## config.mk

```make
export PLATFORM = sky130hd
export DESIGN_NAME = rolling_percentile_threshold_gate
export DESIGN_NICKNAME = d
export VERILOG_FILES = /design/src/sv/rptg_pkg.sv /design/src/sv/rptg_ram.sv /design/src/sv/rptg_ctrl.sv /design/src/sv/rptg_datapath.sv /design/src/sv/rolling_percentile_threshold_gate.sv
export VERILOG_INCLUDE_DIRS = /design/src /design/src/sv
export SDC_FILE = /design/constraint.sdc
export NUM_CORES = 2
export LEC_CHECK = 0
export BUFFER_PORTS_ARGS = -buffer_cell sky130_fd_sc_hd__buf_2
export CORE_ASPECT_RATIO = 1.1
export CORE_MARGIN = 5
export CORE_UTILIZATION = 40
export DETAILED_ROUTE_END_ITERATION = 16
export PLACE_DENSITY_LB_ADDON = 0.2
export SKIP_LAST_GASP = 1
export SYNTH_ARGS = -nofsm -noshare
export SYNTH_HDL_FRONTEND = slang
export SYNTH_SLANG_ARGS = --single-unit
```

## constraint.sdc

```tcl
create_clock -name clk -period 4.88 [get_ports clk]
set_input_delay 0.976 -clock clk [delete_from_list [all_inputs] [get_ports clk]]
set_output_delay 0.976 -clock clk [all_outputs]
set_load 0.01 [all_outputs]
```

## src/sv/rolling_percentile_threshold_gate_macros.svh

```systemverilog
// ---------------------------------------------------------------------------
// Rolling percentile threshold gate: assertion macros
// Shared concurrent assertion forms, sampled on clk and quiet while rst_n is low.
// ---------------------------------------------------------------------------
`ifndef ROLLING_PERCENTILE_THRESHOLD_GATE_MACROS_SVH
`define ROLLING_PERCENTILE_THRESHOLD_GATE_MACROS_SVH

// A condition that holds at every clock edge.
`define RPTG_ASSERT(name, cond, msg) \
    name: assert property (@(posedge clk) disable iff (!rst_n) (cond)) else $error(msg);

// A consequent that holds in the same cycle as its antecedent.
`define RPTG_ASSERT_IMP(name, ante, cons, msg) \
    name: assert property (@(posedge clk) disable iff (!rst_n) (ante) |-> (cons)) \
        else $error(msg);

// A consequent that holds in the cycle after its antecedent.
`define RPTG_ASSERT_NEXT(name, ante, cons, msg) \
    name: assert property (@(posedge clk) disable iff (!rst_n) (ante) |=> (cons)) \
        else $error(msg);

`endif

```

## src/sv/rptg_pkg.sv

```systemverilog
// ---------------------------------------------------------------------------
// Rolling percentile threshold gate: package
// Shared constants, payload types and controller/datapath interface types.
// ---------------------------------------------------------------------------
package rptg_pkg;

    localparam int WINDOW_MAX   = 64;
    localparam int SAMPLE_WIDTH = 32;
    localparam int SLOT_W       = (WINDOW_MAX > 1) ? $clog2(WINDOW_MAX) : 1;
    localparam int CNT_W        = $clog2(WINDOW_MAX + 1);
    localparam int WLEN_W       = 7;
    localparam int LEN_CMP_W    = (WLEN_W > CNT_W) ? WLEN_W : CNT_W;
    localparam int ADDR_W       = 2;
    localparam int DATA_W       = 32;

    localparam logic [WLEN_W-1:0] WLEN_RESET        = WLEN_W'(20);
    localparam logic [ADDR_W-1:0] REG_WINDOW_LENGTH = ADDR_W'(0);

    typedef struct packed {
        logic signed [SAMPLE_WIDTH-1:0] deviation;
        logic                           deviation_valid;
        logic signed [31:0]             asset_return;
        logic                           return_valid;
    } sample_t;

    typedef struct packed {
        logic               position;
        logic signed [31:0] strategy_return;
    } result_t;

    typedef struct packed {
        logic accept;
        logic issue;
        logic publish;
    } ctrl_cmd_t;

    typedef struct packed {
        logic last_issue;
        logic out_hold;
    } ctrl_status_t;

endpackage

```

## src/sv/rptg_ram.sv

```systemverilog
// ---------------------------------------------------------------------------
// Rolling percentile threshold gate: generic RAM
// One write port and one read port with registered read data.
// ---------------------------------------------------------------------------
module rptg_ram #(
    parameter int WIDTH = 32,
    parameter int DEPTH = 64
) (
    input  logic                                      clk,
    input  logic                                      we,
    input  logic [((DEPTH > 1) ? $clog2(DEPTH) : 1)-1:0] waddr,
    input  logic [WIDTH-1:0]                          wdata,
    input  logic [((DEPTH > 1) ? $clog2(DEPTH) : 1)-1:0] raddr,
    output logic [WIDTH-1:0]                          rdata
);

    logic [WIDTH-1:0] mem_reg [DEPTH];
    logic [WIDTH-1:0] rdata_reg;

    always_ff @(posedge clk)
    begin
        if (we)
        begin
            mem_reg[waddr] <= wdata;
        end
        rdata_reg <= mem_reg[raddr];
    end

    assign rdata = rdata_reg;

endmodule

```

## src/sv/rptg_ctrl.sv

```systemverilog
// ---------------------------------------------------------------------------
// Rolling percentile threshold gate: controller
// Sequences acceptance, the window scan, the pipeline drain and the result.
// ---------------------------------------------------------------------------
module rptg_ctrl (
    input  logic                  clk,
    input  logic                  rst_n,
    input  logic                  sample_valid,
    output logic                  sample_stall,
    output rptg_pkg::ctrl_cmd_t    cmd,
    input  rptg_pkg::ctrl_status_t status
);

    import rptg_pkg::*;

    typedef enum logic [3:0] {
        ST_IDLE   = 4'b0001,
        ST_SCAN   = 4'b0010,
        ST_DRAIN  = 4'b0100,
        ST_FINISH = 4'b1000
    } state_t;

    state_t state_reg;
    state_t state_next;

    always_ff @(posedge clk or negedge rst_n)
    begin
        if (!rst_n)
        begin
            state_reg <= ST_IDLE;
        end
        else
        begin
            state_reg <= state_next;
        end
    end

    always_comb
    begin
        state_next  = state_reg;
        cmd         = '0;
        sample_stall = 1'b1;
        case (state_reg)
            ST_IDLE:
            begin
                sample_stall = 1'b0;
                if (sample_valid)
                begin
                    cmd.accept = 1'b1;
                    state_next = ST_SCAN;
                end
            end
            ST_SCAN:
            begin
                cmd.issue = 1'b1;
                if (status.last_issue)
                begin
                    state_next = ST_DRAIN;
                end
            end
            ST_DRAIN:
            begin
                state_next = ST_FINISH;
            end
            ST_FINISH:
            begin
                if (!status.out_hold)
                begin
                    cmd.publish = 1'b1;
                    state_next  = ST_IDLE;
                end
            end
            default:
            begin
                state_next = ST_IDLE;
            end
        endcase
    end

endmodule

```

## src/sv/rptg_datapath.sv

```systemverilog
// ---------------------------------------------------------------------------
// Rolling percentile threshold gate: datapath
// Sample store, presence flags, window scan counters and the result register.
// ---------------------------------------------------------------------------
`include "rolling_percentile_threshold_gate_macros.svh"

module rptg_datapath (
    input  logic                         clk,
    input  logic                         rst_n,
    input  logic [rptg_pkg::WLEN_W-1:0]  window_length,
    input  rptg_pkg::sample_t            sample,
    input  rptg_pkg::ctrl_cmd_t          cmd,
    output rptg_pkg::ctrl_status_t       status,
    output logic                         result_valid,
    input  logic                         result_stall,
    output rptg_pkg::result_t            result
);

    import rptg_pkg::*;

    localparam logic [SAMPLE_WIDTH-1:0] SIGN_BIT = {1'b1, {(SAMPLE_WIDTH-1){1'b0}}};

    logic [SLOT_W-1:0]       newest_reg;
    logic [SLOT_W-1:0]       newest_next;
    logic [SLOT_W-1:0]       slot_inc;
    logic [WINDOW_MAX-1:0]   present_reg;
    logic [SLOT_W-1:0]       scan_reg;
    logic [SLOT_W:0]         rd_wrap;
    logic [SLOT_W-1:0]       rd_slot;
    logic                    pend_reg;
    logic                    pend_flag_reg;
    logic [CNT_W-1:0]        counted_reg;
    logic [CNT_W-1:0]        below_reg;
    logic [SAMPLE_WIDTH-1:0] cur_key_reg;
    logic [SAMPLE_WIDTH-1:0] in_key;
    logic                    cur_valid_reg;
    logic signed [31:0]      ret_reg;
    logic                    ret_valid_reg;
    logic [SAMPLE_WIDTH-1:0] ram_q;
    logic [LEN_CMP_W-1:0]    wl_wide;
    logic [CNT_W-1:0]        eff_len;
    logic [CNT_W+1:0]        rank3;
    logic [CNT_W-1:0]        rank;
    logic                    position;
    logic                    result_valid_reg;
    logic                    result_valid_next;
    result_t                 result_reg;

    assign in_key   = sample.deviation ^ SIGN_BIT;
    assign slot_inc = (newest_reg == SLOT_W'(WINDOW_MAX - 1)) ? '0 : newest_reg + 1'b1;
    assign newest_next = cmd.accept ? slot_inc : newest_reg;

    always_comb
    begin
        wl_wide = LEN_CMP_W'(window_length);
        if (wl_wide == '0)
        begin
            eff_len = CNT_W'(1);
        end
        else if (wl_wide > LEN_CMP_W'(WINDOW_MAX))
        begin
            eff_len = CNT_W'(WINDOW_MAX);
        end
        else
        begin
            eff_len = CNT_W'(wl_wide);
        end
    end

    assign rd_wrap = (scan_reg > newest_reg)
                   ? {1'b0, newest_reg} + (SLOT_W+1)'(WINDOW_MAX) - {1'b0, scan_reg}
                   : {1'b0, newest_reg} - {1'b0, scan_reg};
    assign rd_slot = rd_wrap[SLOT_W-1:0];

    assign status.last_issue = (CNT_W'(scan_reg) == eff_len - 1'b1);
    assign status.out_hold   = result_valid_reg && result_stall;

    rptg_ram #(
        .WIDTH(SAMPLE_WIDTH),
        .DEPTH(WINDOW_MAX)
    ) u_store (
        .clk  (clk),
        .we   (cmd.accept),
        .waddr(slot_inc),
        .wdata(sample.deviation_valid ? in_key : '0),
        .raddr(rd_slot),
        .rdata(ram_q)
    );

    always_ff @(posedge clk or negedge rst_n)
    begin
        if (!rst_n)
        begin
            newest_reg       <= SLOT_W'(WINDOW_MAX - 1);
            present_reg      <= '0;
            scan_reg         <= '0;
            pend_reg         <= 1'b0;
            counted_reg      <= '0;
            below_reg        <= '0;
            result_valid_reg <= 1'b0;
        end
        else
        begin
            newest_reg       <= newest_next;
            pend_reg         <= cmd.issue;
            result_valid_reg <= result_valid_next;
            if (cmd.accept)
            begin
                present_reg[slot_inc] <= sample.deviation_valid;
                scan_reg              <= '0;
                counted_reg           <= '0;
                below_reg             <= '0;
            end
            else
            begin
                if (cmd.issue)
                begin
                    scan_reg <= scan_reg + 1'b1;
                end
                if (pend_reg && pend_flag_reg)
                begin
                    counted_reg <= counted_reg + 1'b1;
                    if (ram_q < cur_key_reg)
                    begin
                        below_reg <= below_reg + 1'b1;
                    end
                end
            end
        end
    end

    always_ff @(posedge clk)
    begin
        pend_flag_reg <= present_reg[rd_slot];
        if (cmd.accept)
        begin
            cur_key_reg   <= in_key;
            cur_valid_reg <= sample.deviation_valid;
            ret_reg       <= sample.asset_return;
            ret_valid_reg <= sample.return_valid;
        end
        if (cmd.publish)
        begin
            result_reg.position        <= position;
            result_reg.strategy_return <= (position && ret_valid_reg) ? ret_reg : '0;
        end
    end

    assign rank3    = ({2'b00, counted_reg} << 1) + {2'b00, counted_reg} + (CNT_W+2)'(3);
    assign rank     = rank3[CNT_W+1:2];
    assign position = cur_valid_reg && (counted_reg != '0) && (below_reg >= rank);

    assign result_valid_next = cmd.publish || (result_valid_reg && result_stall);
    assign result_valid      = result_valid_reg;
    assign result            = result_reg;

    `RPTG_ASSERT(a_below_le_counted, below_reg <= counted_reg, "below count exceeds counted samples")
    `RPTG_ASSERT_IMP(a_counted_in_window, cmd.publish, counted_reg <= eff_len, "counted beyond window")
    `RPTG_ASSERT_NEXT(a_invalid_flat, cmd.publish && !cur_valid_reg, !result_reg.position, "invalid sample went long")
    `RPTG_ASSERT_IMP(a_flat_zero, result_valid_reg && !result_reg.position, result_reg.strategy_return == '0, "flat result carries a return")

endmodule

```

## src/sv/rolling_percentile_threshold_gate.sv

```systemverilog
// ---------------------------------------------------------------------------
// Rolling percentile threshold gate
// Gates an asset return on a deviation sample beating its window 75th percentile.
// ---------------------------------------------------------------------------
// The sample channel (sample_valid, sample_stall, sample) carries one deviation
// and one asset return per transfer; the result channel (result_valid,
// result_stall, result) returns one position and gated return per sample.
// After a sample transfer the block scans the window held in its sample store,
// one slot per cycle through the RAM read port, where the window is the
// effective window_length W (clamped to 1..64). The result is presented after
// the scan and the drain and finish states, and the next sample is taken only
// once the block is back in idle; the store read port sets the pace.
// While the block works, sample_stall is high. A result waiting under
// result_stall holds its value; the following sample is still taken and
// scanned, and the block waits with its finished result until the result
// register is free. Reset clears the presence flags and result_valid, sets
// the write pointer to the last slot and window_length to 20; no clearing
// pass is needed. The window_length register lies at byte address 0 of the APB
// port; the user must write it only while idle, which the block does not check.
// ---------------------------------------------------------------------------
module rolling_percentile_threshold_gate (
    input  logic                         clk,
    input  logic                         rst_n,
    input  logic                         sample_valid,
    output logic                         sample_stall,
    input  rptg_pkg::sample_t            sample,
    output logic                         result_valid,
    input  logic                         result_stall,
    output rptg_pkg::result_t            result,
    input  logic                         psel,
    input  logic                         penable,
    input  logic                         pwrite,
    input  logic [rptg_pkg::ADDR_W-1:0]  paddr,
    input  logic [rptg_pkg::DATA_W-1:0]  pwdata,
    output logic [rptg_pkg::DATA_W-1:0]  prdata,
    output logic                         pready
);

    import rptg_pkg::*;

    logic [WLEN_W-1:0] window_length_reg;
    logic [WLEN_W-1:0] window_length_next;
    logic [ADDR_W-1:0] reg_index;
    logic              cfg_write;
    ctrl_cmd_t         cmd;
    ctrl_status_t      status;

    assign pready    = 1'b1;
    assign reg_index = paddr >> 2;
    assign cfg_write = psel && penable && pwrite && pready;

    assign window_length_next = (cfg_write && (reg_index == REG_WINDOW_LENGTH))
                              ? pwdata[WLEN_W-1:0] : window_length_reg;

    always_ff @(posedge clk or negedge rst_n)
    begin
        if (!rst_n)
        begin
            window_length_reg <= WLEN_RESET;
        end
        else
        begin
            window_length_reg <= window_length_next;
        end
    end

    assign prdata = (reg_index == REG_WINDOW_LENGTH) ? DATA_W'(window_length_reg) : '0;

    rptg_ctrl u_ctrl (
        .clk         (clk),
        .rst_n       (rst_n),
        .sample_valid(sample_valid),
        .sample_stall(sample_stall),
        .cmd         (cmd),
        .status      (status)
    );

    rptg_datapath u_datapath (
        .clk          (clk),
        .rst_n        (rst_n),
        .window_length(window_length_reg),
        .sample       (sample),
        .cmd          (cmd),
        .status       (status),
        .result_valid (result_valid),
        .result_stall (result_stall),
        .result       (result)
    );

endmodule
```

==> results by group <==
Routing
  – Routed Antenna Nets: 0
  – Starting DRT DRC Count: 3876
  – DR pass1 iterations: 5
  – DR WL/cell: 30.17 um
  – DRC viols: 0
  – DR vias: 41.05k
  – Final wirelength: 221.3 mm
  – Vias/cell: 5.596

Yosys
  – Synth top area share: 72.53%
  – Top post-synthesis cells by area: edfxtp_1 (73%), mux4_2 (17%), dfrtp_1 (2.6%)
  – FF+latch count, synth: 2283
  – Synth top cells by count: edfxtp_1 (2147), mux4_2 (660), mux2i_1 (103), clkbuf_1 (98), dfrtp_1 (94)
  – Cell taking the most area after synthesis: edfxtp_1
  – Post-Synthesis Cell Area: 88890 um2
  – Synth warn: 0
  – EDFF count, synth: 2147
  – Mapped Cells: 3866
  – Async S/R FF share, synth: 4.512%
  – Mapped Avg Cell Area: 22.99 um2
  – Most frequent cell after synthesis: edfxtp_1
  – Yosys cell types: 64
  – Synth Flop Type: edfxtp_1
  – Seq/Total Area, Yosys: 76.19%

GRT
  – Met1 usage: 26.74%
  – Vias in the first global route: 42.37k
  – Grt peak-use layer: met2
  – First-pass GRT wire length: 315.8 mm
  – Largest net degree at the start of global routing: 67
  – GR Util met3: 3.192%
  – Remaining Overflow, GRT: 0
  – Total track usage: 18.92%
  – Met2 usage: 31.15%
  – Initial antenna violation count: 13

Outcome
  – Status: completed

Timing
  – Endpoints failing hold: 0
  – Slew headroom: 12.34%
  – Slew @ Worst Pin: 1315 ps
  – Worst Skew: 46.01 ps
  – Final Critical Period: 4199 ps
  – Hold Worst Slack: 230.2 ps
  – RSZ-0062 raised after global routing: no
  – Peak Freq: 238.1 MHz
  – Final max-slew violation count: 0
  – Final setup violation count: 0
  – Fin Setup TNS: 0 ps
  – Final WS setup: 680.5 ps
  – Tcrit/Tclk final: 86.06%

CTS
  – Root buf cell: clkbuf_16
  – Clock Sinks: 2283
  – Cts hold-fix bufs: 0
  – CTS tree: yes
  – Postcts setup bufs: 0
  – Clock Path Buffers: 3
  – Clock transition at path regs: 60 ps
  – CTS resizes: 0
  – H-tree depth: 4
  – Worst skew pair latency: 860 ps
  – CTS Buf Count: 231

Layout
  – Synthesis-to-finish area growth: 15.22%
  – Post-Layout Cell Count: 7336
  – Largest register FFs: 2048
  – Share of cells above drive strength 1: 33.50%
  – Nets: 4378
  – Number of fill cells: 18.35k

Worst setup path
  – Worst path max stage delay: 1030 ps
  – Critical path cell sequence: ha_4 > inv_1 > fa_4 > buf_4 > mux4_2 > mux4_2 > mux2i_1 > mux2i_1
  – Type of the worst setup path: flop to flop
  – Arrival @ worst endpoint: 4900 ps
  – Crit path required time: 5580 ps
  – CP Buf/Inv Count: 2
  – Slowest CP cell: fa_4
  – CP Depth: 8
  – Reg-to-reg slack, setup: 680 ps
  – Setup crit end kind: flop
  – R2R depth: 8
  – Startpoint Class: flop
  – CP delay by family, top: multiplexers
  – Critical-path maximum fanout: 23

Die
  – Core Box Area: 221000 um2
  – Die area: 231800 um2
  – Die X: 459.5 um
  – Ports: 175
  – Die Y: 504.4 um
  – Initial Util: 40.21%
  – Rows: 181

Power
  – Leakage Power: 0.03362 uW
  – P per Cell Area: 663.6 nW/um2
  – VDD IR-drop max: 645.5 uV

Placement
  – Worst slack at placement: 631.5 ps
  – RD Place Congestion: 0.7573
  – Post-DP HPWL: 126.3 mm
  – Port Buffers: 121
  – Placed cells: 6902

Worst hold path
  – Worst Hold Class: input port to async pin

Job
  – Max_cap viols: 0
## where the power goes
group / internal, uW / switching, uW / total (uW)
clock: 9730 / 7380 / 17100
combinational: 13500 / 14700 / 28200
sequential: 22300 / 335 / 22700
total: 45600 / 22400 / 68000
## cell families (layout without fill, tap and decap cells)
logic type      count (synthesis)  in the layout  synth area share [%]
simple gates                  281            281                 1.686
xor+xnor                       28             28                0.2759
fa+ha+maj                      64             64                0.9093
mux                           834            834                 18.78
other cells                     2             34              0.008449
flops                        2283           2283                 76.19
buf+inv                       278            788                 1.479
compound gates                 96             96                0.6700
## stage by stage
stage          power, uW  utilization [%]  area (um2)
2_1_floorplan      41860                -       88980
3_3_place_gp       51630            43.01       95080
3_5_place_dp       51760            43.01       95080
4_1_cts            68910            46.33      102400
5_1_grt            71040            46.33      102400
6_report           67970            46.33      102400
## worst register-to-register path, stage by stage, from the launching register on
cell and delay [ps]:
dfrtp_1 590, ha_4 200, inv_1 50, fa_4 1030, buf_4 470, mux4_2 400
mux4_2 500, mux2i_1 670, mux2i_1 170
## area by class of cell
class,instances,area [um2],area share [%]
flip-flops and latches,2283,67720,66.12
multi-input cells,1329,20490,20.01
clock buffers,290,6153,6.008
well taps,2928,3664,3.577
repair buffers,305,2980,2.910
clock inverters,136,1165,1.137
inverters,57,216.5,0.2114
diodes,8,20.02,0.01955
## layer usage
layer | vias up | part of all wire (%)
li1 | 16970 | -
met1 | 22580 | 43
met2 | 1231 | 49
met3 | 270 | 5.8
met4 | 0 | 2.0
met5 | - | 0
## cell usage in the layout (no fill, tap or decap), drive strengths merged, types with 26 or more instances in the layout
| cell type | netlist | routed |
|---|---|---|
| and3 | 37 | 37 |
| dfrtp | 94 | 94 |
| mux2i | 103 | 103 |
| ha | 63 | 63 |
| nand2 | 35 | 35 |
| dfxtp | 33 | 33 |
| mux2 | 71 | 71 |
| buf | 122 | 305 |
| conb | 2 | 26 |
| and2 | 33 | 33 |
| nor2 | 100 | 100 |
| edfxtp | 2147 | 2147 |
| inv | 57 | 65 |
| mux4 | 660 | 660 |
| clkbuf | 99 | 290 |
| clkinv | 0 | 108 |
| a21oi | 37 | 37 |
## path summary, 6_finish.rpt
path / from / end
max in group asynchronous: rst_n / u_datapath.present_reg[37]
worst min-delay path: rst_n / window_length_reg[5]
worst max register to register: u_datapath.scan_reg[0] / u_datapath.u_store.rdata[31]
worst max-delay path: u_datapath.scan_reg[0] / u_datapath.u_store.rdata[31]
min in group clk: sample[43] / u_datapath.cur_key_reg[9]
worst min register to register: u_datapath.present_reg[3] / u_datapath.present_reg[3]
Note: power is estimated with default switching activity, not from simulation.
